File: src/rtl/core/stable_priority_queue_unit_macros.svh
// ----------------------------------------------------------------------------
// stable_priority_queue_unit_macros.svh
// assertion macros used by the priority queue top level
// ----------------------------------------------------------------------------
`ifndef STABLE_PRIORITY_QUEUE_UNIT_MACROS_SVH
`define STABLE_PRIORITY_QUEUE_UNIT_MACROS_SVH

// same-cycle implication, checked out of reset
`define SPQ_ASSERT_NOW(label, ante, cons, msg) \
    label: assert property (@(posedge i_clk) disable iff (!i_rst_n) \
        (ante) |-> (cons)) else $error(msg);

// next-cycle implication, checked out of reset
`define SPQ_ASSERT_NEXT(label, ante, cons, msg) \
    label: assert property (@(posedge i_clk) disable iff (!i_rst_n) \
        (ante) |=> (cons)) else $error(msg);

`endif

File: src/rtl/core/spq_pkg.sv
// ----------------------------------------------------------------------------
// spq_pkg
// types and codes shared by the priority queue cell row and its top level
// ----------------------------------------------------------------------------
package spq_pkg;

    localparam int PRIO_W  = 16;
    localparam int TAG_W   = 16;
    localparam int STAT_W  = 2;
    localparam int COUNT_W = 5;

    localparam logic OP_INSERT = 1'b0;
    localparam logic OP_REMOVE = 1'b1;

    localparam logic [STAT_W-1:0] ST_OK    = 2'd0;
    localparam logic [STAT_W-1:0] ST_EMPTY = 2'd1;
    localparam logic [STAT_W-1:0] ST_FULL  = 2'd2;

    typedef struct packed {
        logic signed [PRIO_W-1:0] prio;
        logic        [TAG_W-1:0]  tag;
    } t_entry;

    // broadcast to every cell for one operation
    typedef struct packed {
        logic                     ins;
        logic                     rem;
        logic signed [PRIO_W-1:0] prio;
        logic        [TAG_W-1:0]  tag;
    } t_ctl;

endpackage

File: src/rtl/core/spq_cell.sv
// ----------------------------------------------------------------------------
// spq_cell
// one slot of the sorted row: holds, takes the new word, or shifts from a
// neighbor
// ----------------------------------------------------------------------------
module spq_cell (
    input  logic            i_clk,
    input  spq_pkg::t_ctl   i_ctl,
    input  logic            i_valid,
    input  logic            i_left_keep,
    input  spq_pkg::t_entry i_left,
    input  spq_pkg::t_entry i_right,
    output spq_pkg::t_entry o_ent,
    output logic            o_keep
);
    import spq_pkg::*;

    t_entry r_ent;
    t_entry n_ent;

    // equal priority stays ahead of the new word
    assign o_keep = i_valid && (r_ent.prio >= i_ctl.prio);
    assign o_ent  = r_ent;

    always_comb begin
        n_ent = r_ent;
        if (i_ctl.ins) begin
            if (!o_keep) begin
                if (i_left_keep) begin
                    n_ent.prio = i_ctl.prio;
                    n_ent.tag  = i_ctl.tag;
                end else begin
                    n_ent = i_left;
                end
            end
        end else if (i_ctl.rem) begin
            n_ent = i_right;
        end
    end

    always_ff @(posedge i_clk) begin
        r_ent <= n_ent;
    end

endmodule

File: src/rtl/core/stable_priority_queue_unit.sv
// ----------------------------------------------------------------------------
// stable_priority_queue_unit
// Bounded priority queue kept sorted in a row of cells, highest priority at
// cell 0; equal priorities leave in arrival order. For every command, whatever
// the fill level, the cell row updates at the accepting edge,
// and in the next cycle o_valid shows the result while busy holds off the
// next command. The receiver cannot stall: each result is on the ports for
// that one cycle only. An insert into a full queue is dropped with status
// full, a remove from an empty queue returns status empty.
// ----------------------------------------------------------------------------
`include "stable_priority_queue_unit_macros.svh"

module stable_priority_queue_unit #(
    parameter int CAPACITY = 16
) (
    input  logic                                 i_clk,
    input  logic                                 i_rst_n,
    input  logic                                 start,
    output logic                                 busy,
    input  logic                                 i_operation,
    input  logic signed [spq_pkg::PRIO_W-1:0]    i_priority_req,
    input  logic        [spq_pkg::TAG_W-1:0]     i_data_tag,
    output logic                                 o_valid,
    output logic        [spq_pkg::STAT_W-1:0]    o_status,
    output logic signed [spq_pkg::PRIO_W-1:0]    o_removed_priority,
    output logic        [spq_pkg::TAG_W-1:0]     o_removed_data,
    output logic        [spq_pkg::COUNT_W-1:0]   o_entry_count,
    output logic                                 o_head_valid,
    output logic signed [spq_pkg::PRIO_W-1:0]    o_head_priority,
    output logic        [spq_pkg::TAG_W-1:0]     o_head_data
);
    import spq_pkg::*;

    localparam int CW = $clog2(CAPACITY + 1);

    logic                r_valid;
    logic [CW-1:0]       r_count;
    logic [CW-1:0]       n_count;
    logic [STAT_W-1:0]   r_status;
    logic [STAT_W-1:0]   n_status;
    t_entry              r_removed;
    t_entry              n_removed;

    logic                accept;
    logic                empty;
    logic                full;
    t_ctl                ctl;
    t_entry              ent  [CAPACITY];
    logic                keep [CAPACITY];
    t_entry              zero_ent;

    assign accept   = start && !busy;
    assign busy     = r_valid;
    assign empty    = (r_count == '0);
    assign full     = (r_count == CW'(CAPACITY));
    assign zero_ent = '0;

    always_comb begin
        ctl.ins  = accept && (i_operation == OP_INSERT) && !full;
        ctl.rem  = accept && (i_operation == OP_REMOVE) && !empty;
        ctl.prio = i_priority_req;
        ctl.tag  = i_data_tag;
    end

    always_comb begin
        n_count   = r_count;
        n_status  = ST_OK;
        n_removed = '0;
        if (i_operation == OP_INSERT) begin
            if (full) begin
                n_status = ST_FULL;
            end else begin
                n_count = r_count + 1'b1;
            end
        end else begin
            if (empty) begin
                n_status = ST_EMPTY;
            end else begin
                n_count   = r_count - 1'b1;
                n_removed = ent[0];
            end
        end
    end

    genvar gi;
    generate
        for (gi = 0; gi < CAPACITY; gi++) begin : g_cell
            logic   left_keep;
            t_entry left_ent;
            t_entry right_ent;

            if (gi == 0) begin : g_first
                assign left_keep = 1'b1;
                assign left_ent  = zero_ent;
            end else begin : g_mid
                assign left_keep = keep[gi-1];
                assign left_ent  = ent[gi-1];
            end

            if (gi == CAPACITY - 1) begin : g_last
                assign right_ent = zero_ent;
            end else begin : g_inner
                assign right_ent = ent[gi+1];
            end

            spq_cell u_cell (
                .i_clk       (i_clk),
                .i_ctl       (ctl),
                .i_valid     (CW'(gi) < r_count),
                .i_left_keep (left_keep),
                .i_left      (left_ent),
                .i_right     (right_ent),
                .o_ent       (ent[gi]),
                .o_keep      (keep[gi])
            );
        end
    endgenerate

    always_ff @(posedge i_clk) begin
        if (!i_rst_n) begin
            r_valid <= 1'b0;
            r_count <= '0;
        end else begin
            r_valid <= accept;
            if (accept) begin
                r_count <= n_count;
            end
        end
    end

    always_ff @(posedge i_clk) begin
        if (accept) begin
            r_status  <= n_status;
            r_removed <= n_removed;
        end
    end

    assign o_valid            = r_valid;
    assign o_status           = r_status;
    assign o_removed_priority = r_removed.prio;
    assign o_removed_data     = r_removed.tag;
    assign o_entry_count      = COUNT_W'(r_count);
    assign o_head_valid       = !empty;
    assign o_head_priority    = empty ? '0 : ent[0].prio;
    assign o_head_data        = empty ? '0 : ent[0].tag;

    `SPQ_ASSERT_NOW(a_count_bound, 1'b1, r_count <= CW'(CAPACITY), "count above capacity")
    `SPQ_ASSERT_NEXT(a_result_follows, accept, o_valid && busy, "no result after command")
    `SPQ_ASSERT_NEXT(a_count_idle, !accept, $stable(r_count), "count moved without command")
    `SPQ_ASSERT_NEXT(a_empty_remove, accept && (i_operation == OP_REMOVE) && empty,
        (o_status == ST_EMPTY) && !o_head_valid, "empty remove not flagged")

endmodule

File: config.mk
export PLATFORM = sky130hd
export DESIGN_NAME = stable_priority_queue_unit
export DESIGN_NICKNAME = d
export VERILOG_FILES = /design/src/rtl/core/spq_pkg.sv /design/src/rtl/core/spq_cell.sv /design/src/rtl/core/stable_priority_queue_unit.sv
export VERILOG_INCLUDE_DIRS = /design/src /design/src/rtl/core
export SDC_FILE = /design/constraint.sdc
export NUM_CORES = 1
export LEC_CHECK = 0
export BUFFER_PORTS_ARGS = -buffer_cell sky130_fd_sc_hd__buf_2
export CAP_MARGIN = 20
export CORE_UTILIZATION = 64
export DETAILED_ROUTE_END_ITERATION = 7
export GPL_TIMING_DRIVEN = 0
export PLACE_DENSITY_LB_ADDON = 0.12
export SLEW_MARGIN = 15
export SYNTH_ARGS = -nofsm -noshare
export SYNTH_HDL_FRONTEND = slang
export SYNTH_HIERARCHICAL = 1
export SYNTH_SLANG_ARGS = --single-unit
File: constraint.sdc
create_clock -name i_clk -period 6.8 [get_ports i_clk]
set_clock_uncertainty 0.05 [all_clocks]
set_input_delay 1.36 -clock i_clk [delete_from_list [all_inputs] [get_ports i_clk]]
set_output_delay 1.36 -clock i_clk [all_outputs]
set_load 0.005 [all_outputs]
==> results of run 1 <==
-- flip-flops by register name, summed over array words and instances, names as in the netlist --
| register | cells |
|---|---|
| busy | 1 |
| g_cell.u_cell/o_ent | 512 |
| o_entry_count | 5 |
| o_removed_data | 16 |
| o_removed_priority | 16 |
| o_status | 2 |
-- power breakdown --
part	total (mW)	leakage (nW)	internal, mW	switching [mW]
Sequential	5.02	5.17	4.60	0.419
Clock	2.95	0.855	1.62	1.33
Combinational	3.44	9.43	1.38	2.06
Total	11.4	15.4	7.60	3.81
-- critical path, delay by kind of cell --
kind,cells,cell delay [ns]
compound gates,1,0.25
buf+inv,7,2.13
mux,1,0.53
simple gates,1,0.73
-- metrics by stage --
step	area, um2	power, mW	util, %
6_report	39100	11.4	72.4
3_5_place_dp	37400	8.47	69.2
3_3_place_gp	36800	8.15	68.1
4_1_cts	39100	11.4	72.4
2_1_floorplan	35400	7.29	-
5_1_grt	39100	12.0	72.4
-- layer usage --
layer,vias up,wire (um)
li1,12864,-
met1,12671,34800
met2,901,46200
met3,244,3980
met4,0,5430
met5,-,0
-- worst min path at each step --
stage | cells after the start | to | slack (ns) | startpoint
2_1_floorplan | 2 | g_cell[14].u_cell/o_ent[10] | 0.49 | g_cell[15].u_cell/o_ent[10]
3_3_place_gp | 2 | g_cell[14].u_cell/o_ent[5] | 0.50 | g_cell[15].u_cell/o_ent[5]
3_5_place_dp | 2 | g_cell[14].u_cell/o_ent[3] | 0.51 | g_cell[15].u_cell/o_ent[3]
4_1_cts | 2 | g_cell[14].u_cell/o_ent[3] | 0.52 | g_cell[15].u_cell/o_ent[3]
5_1_grt | 2 | g_cell[14].u_cell/o_ent[8] | 0.54 | g_cell[15].u_cell/o_ent[8]
6_report | 2 | g_cell[14].u_cell/o_ent[3] | 0.52 | g_cell[15].u_cell/o_ent[3]
-- layout make-up --
type	count	share of cell area, %
well taps	696	2.23
clock inverters	31	0.445
diodes	1	0.00640
flip-flops and latches	552	42.2
plain buffers	207	2.22
multi-input cells	2479	43.7
repair buffers	124	2.46
inverters	281	2.70
clock buffers	78	4.01
==> parameters.txt, run 1 <==
Parameter                              Value

Timing
  Max-slew violations    0
  Final-report setup violation count    0
  Setup TNS    0 ns
  Slew @ Worst Pin    0.814 ns
  Post-route fraction of the period consumed by the critical path    70.1%
  Final critical delay including setup and external delays    4.76 ns
  Fmax achieved    0.210 GHz
  Unrepaired setup endpoints after global routing    false
  Worst Setup Slack, final    2.04 ns
  Worst slew slack as a fraction of its limit    45.5%
  Count of final hold-check violations    0
  Worst Hold Slack    0.515 ns

GRT
  Number of antenna violations at the first check in global routing    1
  Grt met1 use    36.6%
  Maximum number of pins on one net before global-route repair    33
  GR Layer Usage met3    3.15%
  Most congested layer reported by global routing    met2
  Aggregate global-route resource usage    32.1%
  Number of global-route vias before repair    27107
  Global-route wire length before repair    141000 um
  Met2 track utilization from global routing    58.2%
  Overflow after GRT    0

Finish
  Nets    4000
  Register area    16500 um2
  Area grow syn2layout    11.4%
  Final standard cell count with taps included and fillers excluded    4449
  Commonest non-fill, non-tap cell in the layout    sky130_fd_sc_hd__a21oi_1
  Fillers    4028
  Share of post-route cells with drive strength above 1    8.34%
  Area used by multi-input combinational logic    17100 um2
  Highest-count cells in the layout ignoring fill and taps    sky130_fd_sc_hd__a21oi_1, sky130_fd_sc_hd__nor2_1, sky130_fd_sc_hd__edfxtp_1

Job
  Number of max-capacitance violations reported    0

Place
  Number of placed cells counting well taps    4339
  Pre-CTS setup slack    1.54 ns
  Count of port buffers added during placement    108
  Last weighted congestion value of the routability-driven placer    0.971
  Half-perimeter wire length after detailed placement    71600 um

Setup path
  Max stage delay on crit path    0.73 ns
  Critical path launch point    i_operation
  RR Startpoint    o_entry_count[1]
  Worst Path Max Fanout    20
  Capturing instance or port of the critical path    g_cell[10].u_cell/o_ent[9]
  Register-to-Register Setup Slack    2.22 ns
  Startpoint Class    input pin
  Worst r2r path cells    11
  Classification of the worst setup path    in -> reg
  Cell-by-cell trace of the critical path    buf_6 -> clkbuf_1 -> clkbuf_1 -> nor3b_2 -> buf_4 -> clkbuf_1 -> clkbuf_1 -> o21ai_0 -> mux2i_4 -> buf_16
  Required arrival time at the worst endpoint    7.09 ns
  Max stage delay cell, worst path    sky130_fd_sc_hd__nor3b_2
  Arrival time at the worst endpoint    5.05 ns
  Endpoint of the worst-slack reg-to-reg timing path    g_cell[10].u_cell/o_ent[9]
  Type of element capturing the critical path    register
  Most Frequent Cell on Critical Path    sky130_fd_sc_hd__clkbuf_1

Route
  Post-DRT Antenna Nets    0
  Total Routed Length    90400 um
  First-pass DRT Iterations    6
  DR vias    26680
  Avg Vias per Cell    6.00
  Post-detailed-route DRC marker count    0
  First DRT Iteration DRCs    1850
  Average routed wire per standard cell    20.3 um

Clocking
  Later-pin clock latency in the skew report    0.64 ns
  Number of buffers between clock root and the deepest sink    3
  Cts bufs inserted    59
  CTS clock-pin slew for the worst setup and hold paths    0.06 ns
  H-tree depth reported by CTS    2
  TritonCTS clock tree    built
  Clk sinks    552
  Cts-stage hold buffer count    0
  Number of buffers inserted by post-CTS setup repair    0
  Post-cts resize count    0
  Cell at the root of the clock tree    sky130_fd_sc_hd__clkbuf_16

Power
  Maximum ir drop on the vdd rail    0.000218 V
  Leakage    15.4 nW
  Pwr/cell area    292 nW/um2

Worst hold path
  Class of the most critical hold timing path    reg -> reg

Synthesis
  Gate count after technology mapping    3456
  Total standard cell area after synthesis    35100 um2
  Warnings, synthesis    6
  Syn Area/Cell    10.2 um2

Floorplanning
  Die Span X    236 um
  Starting density of the core    65.0%
  Core area    54000 um2
  Die boundary height    236 um
  Placement row count    85
  Top Ports    110
  Total Die Area    55800 um2

Outcome
  Outcome    complete, no violations
No activity file was read; power rests on OpenSTA's default activity.
==> run 2, diff against run 1 <==
Settings changed: CORE_UTILIZATION 64 to 58.
Clock period 6.8 ns to 3.9 ns, I/O delays scaled along.
==> run 2 against run 1 <==
Compared with the run above: global-route usage decreased by 0.39 points; clock power increased by 98%; via count increased by 1.6%; first-iteration DRC count fell by 6.1%; highest routed layer unchanged.
==> parameters.txt, run 2 (synthesized netlist as in run 1, its figures left out) <==
Parameter                              Value

Clocking
  Cell at the root of the clock tree    sky130_fd_sc_hd__clkbuf_16
  Number of buffers between clock root and the deepest sink    3 (unchanged)
  Clk sinks    552 (unchanged)
  TritonCTS clock tree    built
  Later-pin clock latency in the skew report    0.66 ns (+0.02 ns)
  H-tree depth reported by CTS    2 (unchanged)
  Cts bufs inserted    60 (+1.7%)
  CTS clock-pin slew for the worst setup and hold paths    0.06 ns (about the same)

Timing
  Worst Setup Slack, final    0.0518 ns (-1.98 ns)
  Final-report setup violation count    0 (unchanged)
  Worst Hold Slack    0.389 ns (-0.127 ns)
  Max-slew violations    0 (unchanged)
  Unrepaired setup endpoints after global routing    true
  Slew @ Worst Pin    0.881 ns (+0.0670 ns)
  Worst slew slack as a fraction of its limit    40.6% (-4.9 points)
  Count of final hold-check violations    0 (unchanged)
  Post-route fraction of the period consumed by the critical path    98.7%
  Fmax achieved    0.260 GHz
  Final critical delay including setup and external delays    3.85 ns

Setup path
  Gate family responsible for the most delay along the worst path    simple AND/OR/NAND/NOR gates
  Cell-by-cell trace of the critical path    nand2b_1 -> inv_1 -> buf_16 -> and3_2 -> o21ai_0 -> mux2i_4 -> buf_12
  Critical path buffers and inverters    3 (-4)
  Required arrival time at the worst endpoint    4.24 ns (-2.85 ns)
  Type of element capturing the critical path    register
  Register-to-Register Setup Slack    0.05 ns (-2.17 ns)
  Worst Path Max Fanout    30 (+50%)
  Classification of the worst setup path    reg -> reg
  Startpoint Class    register
  Max stage delay on crit path    0.81 ns (+0.08 ns)
  Arrival time at the worst endpoint    4.18 ns (-0.87 ns)
  Max stage delay cell, worst path    sky130_fd_sc_hd__o21ai_0

Route
  Post-detailed-route DRC marker count    0 (unchanged)
  First-pass DRT Iterations    5 (-1)
  Average routed wire per standard cell    21.3 um (+5.0%)
  Post-DRT Antenna Nets    0 (unchanged)
  Total Routed Length    97800 um (+8.1%)
  DR vias    27111 (+1.6%)
  Avg Vias per Cell    5.92 (-1.3%)
  First DRT Iteration DRCs    1737 (-6.1%)

Place
  Count of port buffers added during placement    108 (unchanged)
  Last weighted congestion value of the routability-driven placer    0.947 (-2.5%)
  Cell area after placement    37100 um2 (-0.70%)
  Half-perimeter wire length after detailed placement    72500 um (+1.2%)
  Pre-CTS setup slack    -1.08 ns (-2.63 ns)

Finish
  Commonest non-fill, non-tap cell in the layout    sky130_fd_sc_hd__a21oi_1
  Area grow syn2layout    14.7%
  Max FFs per register    512 (unchanged)
  Nets    4055 (+1.4%)
  Non-Filler Cell Area, Final    40300 um2 (+3.0%)
  Highest-count cells in the layout ignoring fill and taps    sky130_fd_sc_hd__a21oi_1, sky130_fd_sc_hd__nor2_1, sky130_fd_sc_hd__edfxtp_1
  Share of post-route cells with drive strength above 1    11.0% (+2.6 points)

Power
  Leakage    16.0 nW (+3.3%)
  Cell Int Power    14.0 mW (+84%)
  Switch Pwr    6.96 mW (+83%)
  Fraction of power consumed by combinational cells    30.3% (about the same)
  Switching part of the total    33.2% (-0.20 points)
  Maximum ir drop on the vdd rail    0.000450 V (+110%)
  Flop pwr share    41.8% (-2.2 points)
  Pwr/cell area    521 nW/um2 (+79%)
  Clock network fraction of total power    27.9% (+2.1 points)

Floorplanning
  Top Ports    110 (unchanged)
  Die Span X    248 um (+5.0%)
  Die boundary height    248 um (+5.0%)
  Placement row count    89 (+4.7%)
  Total Die Area    61600 um2 (+10%)
  Core area    59500 um2 (+10%)
  Starting density of the core    59.1% (-5.9 points)

GRT
  Overflow after GRT    0 (unchanged)
  Maximum number of pins on one net before global-route repair    33 (unchanged)
  Global-route wire length before repair    150000 um (+6.3%)
  Number of global-route vias before repair    27569 (+1.7%)
  Number of antenna violations at the first check in global routing    1 (unchanged)
  Aggregate global-route resource usage    31.7% (-0.39 points)

Job
  Number of max-capacitance violations reported    0 (unchanged)

Outcome
  Outcome    complete, no violations

Worst hold path
  Class of the most critical hold timing path    in -> reg
[run 2: cell count changes in the layout (fill, tap and decap cells not counted), sizes merged]
cell / change
mux2i: +13
nor3b: +1
buf: +30
clkinvlp: +1
clkbuf: +21
bufinv: +6
clkinv: -15
inv: -1
[run 2: final timing paths]
kind,from,endpoint,cells past startpoint
max,busy,g_cell[14].u_cell/o_ent[27],7
min,i_rst_n,o_entry_count[4],3
max reg2reg,busy,g_cell[14].u_cell/o_ent[27],7
min reg2reg,g_cell[15].u_cell/o_ent[2],g_cell[14].u_cell/o_ent[2],2
[run 2: through the flow]
stage	util (%)	power [mW]	std cells	setup TNS, ns
after floorplan	-	12.8	3519	0
after global placement	62.3	14.2	4400	-830.63
after detailed placement	62.4	14.6	4402	-729.88
after CTS	67.5	20.9	4581	0
after global routing	67.8	22.0	4582	-1.62
final	67.8	21.0	4582	0
[run 2: worst reg2reg max path: cells and delay by family (launching register included)]
family,cells,cell delay [ns]
and+or+nand+nor,2,1.13
buffers and inverters,3,1.03
AOI/OAI and AO/OA,1,0.85
DFF,1,0.33
muxes,1,0.17
[run 2: final cells by class]
cell class	instances	area [um2]
tap	773	967
fill	4615	19200
antenna	1	2.50
multi-input combinational	2493	17600
clock inverter	22	309
buffer	207	893
clock buffer	89	1710
inverter	281	1050
timing repair buffer	164	1240
sequential	552	16500
[run 2: power by group through the flow]
stage	Combinational (mW)	Clock [mW]	Sequential, mW
after floorplan	4.20	0	8.56
after global placement	5.41	0	8.83
after detailed placement	5.74	0	8.88
after CTS	6.24	5.92	8.75
after global routing	6.94	6.15	8.87
final	6.37	5.85	8.76
[run 2: what timing repair did]
| item | CTS | global route |
|---|---|---|
| resized for setup | 41 | 46 |
| endpoints found under the setup margin | 523 | 817 |
| setup buffers | 54 | 0 |
| gates cloned | 14 | 0 |
| hold buffers | 0 | 0 |
| endpoints found under the hold margin | 0 | 0 |
[run 2: per-layer routing]
layer / track usage, % / wire [um] / vias to the layer above
li1: - / - / 13007
met1: 35.9 / 37300 / 12835
met2: 56.8 / 49500 / 977
met3: 3.62 / 4520 / 292
met4: 20.2 / 6470 / 0
met5: 0 / 0 / -
==> run 3, diff against run 2 <==
Settings changed: CORE_UTILIZATION 58 to 65.
Clock period 3.9 ns to 4.8 ns, I/O delays scaled along.
==> run 3 against run 2 <==
Compared with the run above: global-route usage is 1.5 points higher; cell count decreased by 3.2%; critical endpoint is now g_cell[12].u_cell/o_ent[13]; clock-buffer cell count down 12; flip-flop and latch count stayed put; largest power group unchanged; sequential power down 19%.
==> parameters.txt, run 3 (synthesized netlist as in run 1, its figures left out) <==
Parameter                              Value

Route
  Post-detailed-route DRC marker count    0 (unchanged)
  Total Routed Length    91600 um (-6.3%)
  First DRT Iteration DRCs    1966 (+13%)
  Avg Vias per Cell    6.05 (+2.2%)
  DR vias    26818 (-1.1%)
  Average routed wire per standard cell    20.6 um (-3.2%)
  First-pass DRT Iterations    5 (unchanged)
  Post-DRT Antenna Nets    0 (unchanged)

Setup path
  Worst Path Max Fanout    20 (-33%)
  RR Startpoint    o_entry_count[1]
  Register-to-Register Setup Slack    0.30 ns (+0.25 ns)
  Required arrival time at the worst endpoint    5.10 ns (+0.86 ns)
  Classification of the worst setup path    reg -> reg
  Startpoint Class    register
  Arrival time at the worst endpoint    4.80 ns (+0.62 ns)
  Worst r2r path cells    11 (+4)
  Endpoint of the worst-slack reg-to-reg timing path    g_cell[12].u_cell/o_ent[13]
  Type of element capturing the critical path    register

Clocking
  TritonCTS clock tree    built
  CTS clock-pin slew for the worst setup and hold paths    0.06 ns (about the same)
  Cts-stage hold buffer count    0 (unchanged)
  Cell at the root of the clock tree    sky130_fd_sc_hd__clkbuf_16
  Post-cts resize count    0 (-100%)
  Clk sinks    552 (unchanged)
  Later-pin clock latency in the skew report    0.64 ns (-0.02 ns)
  Number of buffers between clock root and the deepest sink    3 (unchanged)
  Number of buffers inserted by post-CTS setup repair    0 (-100%)
  Cts bufs inserted    59 (-1.7%)
  H-tree depth reported by CTS    2 (unchanged)

Floorplanning
  Total Die Area    55000 um2 (-11%)
  Placement row count    84 (-5.6%)
  Core area    53000 um2 (-11%)
  Die boundary height    234 um (-5.5%)
  Die Span X    234 um (-5.5%)
  Top Ports    110 (unchanged)
  Starting density of the core    66.3% (+7.2 points)

Power
  Leakage    15.4 nW (-3.3%)
  Flop pwr share    43.7% (+1.9 points)
  Switching part of the total    33.3% (+0.13 points)
  Clock network fraction of total power    26.3% (-1.6 points)
  Fraction of power consumed by combinational cells    30.0% (-0.3 points)
  Pwr/cell area    417 nW/um2 (-20%)
  Post-route total power    16.3 mW (-22%)
  Cell Int Power    10.9 mW (-23%)
  Switch Pwr    5.43 mW (-22%)
  Maximum ir drop on the vdd rail    0.000376 V (-17%)

Finish
  Commonest non-fill, non-tap cell in the layout    sky130_fd_sc_hd__a21oi_1
  Max FFs per register    512 (unchanged)
  Area grow syn2layout    11.3%
  Non-Filler Cell Area, Final    39100 um2 (-2.9%)
  Core Util, Final    73.8% (+6.1 points)
  Share of post-route cells with drive strength above 1    8.28% (-2.7 points)
  Nets    3999 (-1.4%)
  Highest-count cells in the layout ignoring fill and taps    sky130_fd_sc_hd__a21oi_1, sky130_fd_sc_hd__nor2_1, sky130_fd_sc_hd__edfxtp_1
  Final standard cell count with taps included and fillers excluded    4435 (-3.2%)

Timing
  Worst Hold Slack    0.527 ns (+0.138 ns)
  Worst Setup Slack, final    0.301 ns (+0.249 ns)
  Slew @ Worst Pin    0.860 ns (-0.0211 ns)
  Final critical delay including setup and external delays    4.50 ns (+0.651 ns)
  Setup TNS    0 ns (unchanged)
  Worst slew slack as a fraction of its limit    42.4% (+1.8 points)
  Final-report setup violation count    0 (unchanged)
  Fmax achieved    0.222 GHz (-14%)
  Post-route fraction of the period consumed by the critical path    93.7% (-4.9 points)
  Max-slew violations    0 (unchanged)
  Unrepaired setup endpoints after global routing    false
  Count of final hold-check violations    0 (unchanged)

Worst hold path
  Hold Path Origin    g_cell[15].u_cell/o_ent[5]
  Class of the most critical hold timing path    reg -> reg
  Hold depth    2 (-1)
  Hold path endpoint    g_cell[14].u_cell/o_ent[5]

GRT
  Overflow after GRT    0 (unchanged)
  Global-route wire length before repair    142000 um (-5.6%)
  Aggregate global-route resource usage    33.2% (+1.5 points)
  Number of antenna violations at the first check in global routing    1 (unchanged)
  Maximum number of pins on one net before global-route repair    36 (+9.1%)
  Number of global-route vias before repair    27006 (-2.0%)

Place
  Cell area after placement    37300 um2 (+0.61%)
  Half-perimeter wire length after detailed placement    71800 um (-0.91%)
  Count of port buffers added during placement    108 (unchanged)
  Last weighted congestion value of the routability-driven placer    0.920 (-2.8%)
  Pre-CTS setup slack    -0.0778 ns (+1.00 ns)
  Number of placed cells counting well taps    4330 (-1.6%)

Job
  Number of max-capacitance violations reported    0 (unchanged)

Outcome
  Outcome    complete, no violations
run 3: cell type report:
class                   count  area (um2)
multi-input cells        2479       17100
flip-flops and latches    552       16500
fillers                  3727       13900
clock buffers              77        1570
inverters                 281        1050
repair buffers            123         933
plain buffers             207         868
well taps                 688         861
clock inverters            26         201
diodes                      2        5.00
run 3: critical path: stages, from the launching register on:
cell	delay, ns
sky130_fd_sc_hd__dfxtp_1	0.44
sky130_fd_sc_hd__buf_2	0.25
sky130_fd_sc_hd__inv_1	0.13
sky130_fd_sc_hd__ha_1	0.31
sky130_fd_sc_hd__nand3_1	0.22
sky130_fd_sc_hd__nor3b_2	0.74
sky130_fd_sc_hd__buf_4	0.33
sky130_fd_sc_hd__clkbuf_1	0.25
sky130_fd_sc_hd__clkbuf_1	0.44
sky130_fd_sc_hd__o21ai_0	0.25
sky130_fd_sc_hd__mux2i_4	0.53
sky130_fd_sc_hd__buf_16	0.23
run 3: how the worst max path moves through the flow:
stage,cells after the start,start,slack [ns],endpoint
4_1_cts,11,o_entry_count[1],0.36,g_cell[15].u_cell/o_ent[0]
6_report,11,o_entry_count[1],0.30,g_cell[12].u_cell/o_ent[13]
3_3_place_gp,8,i_operation,-2.11,g_cell[0].u_cell/o_ent[5]
3_5_place_dp,10,i_operation,-0.08,g_cell[15].u_cell/o_ent[5]
5_1_grt,11,o_entry_count[1],0.10,g_cell[12].u_cell/o_ent[4]
2_1_floorplan,8,i_operation,0.08,g_cell[0].u_cell/o_ent[0]
run 3: power groups by stage:
stage / Clock, mW / Combinational (mW) / Sequential, mW
2_1_floorplan: 0 / 3.37 / 6.96
3_3_place_gp: 0 / 4.33 / 7.18
3_5_place_dp: 0 / 4.82 / 7.18
4_1_cts: 4.33 / 4.83 / 7.10
5_1_grt: 4.52 / 5.35 / 7.20
6_report: 4.28 / 4.89 / 7.12
run 3: layer usage:
| metal | wire length [um] | vias up | track usage [%] |
|---|---|---|---|
| li1 | - | 12869 | - |
| met1 | 34900 | 12694 | 38.1 |
| met2 | 46400 | 982 | 59.5 |
| met3 | 4880 | 273 | 3.86 |
| met4 | 5440 | 0 | 19.5 |
| met5 | 0 | - | 0 |
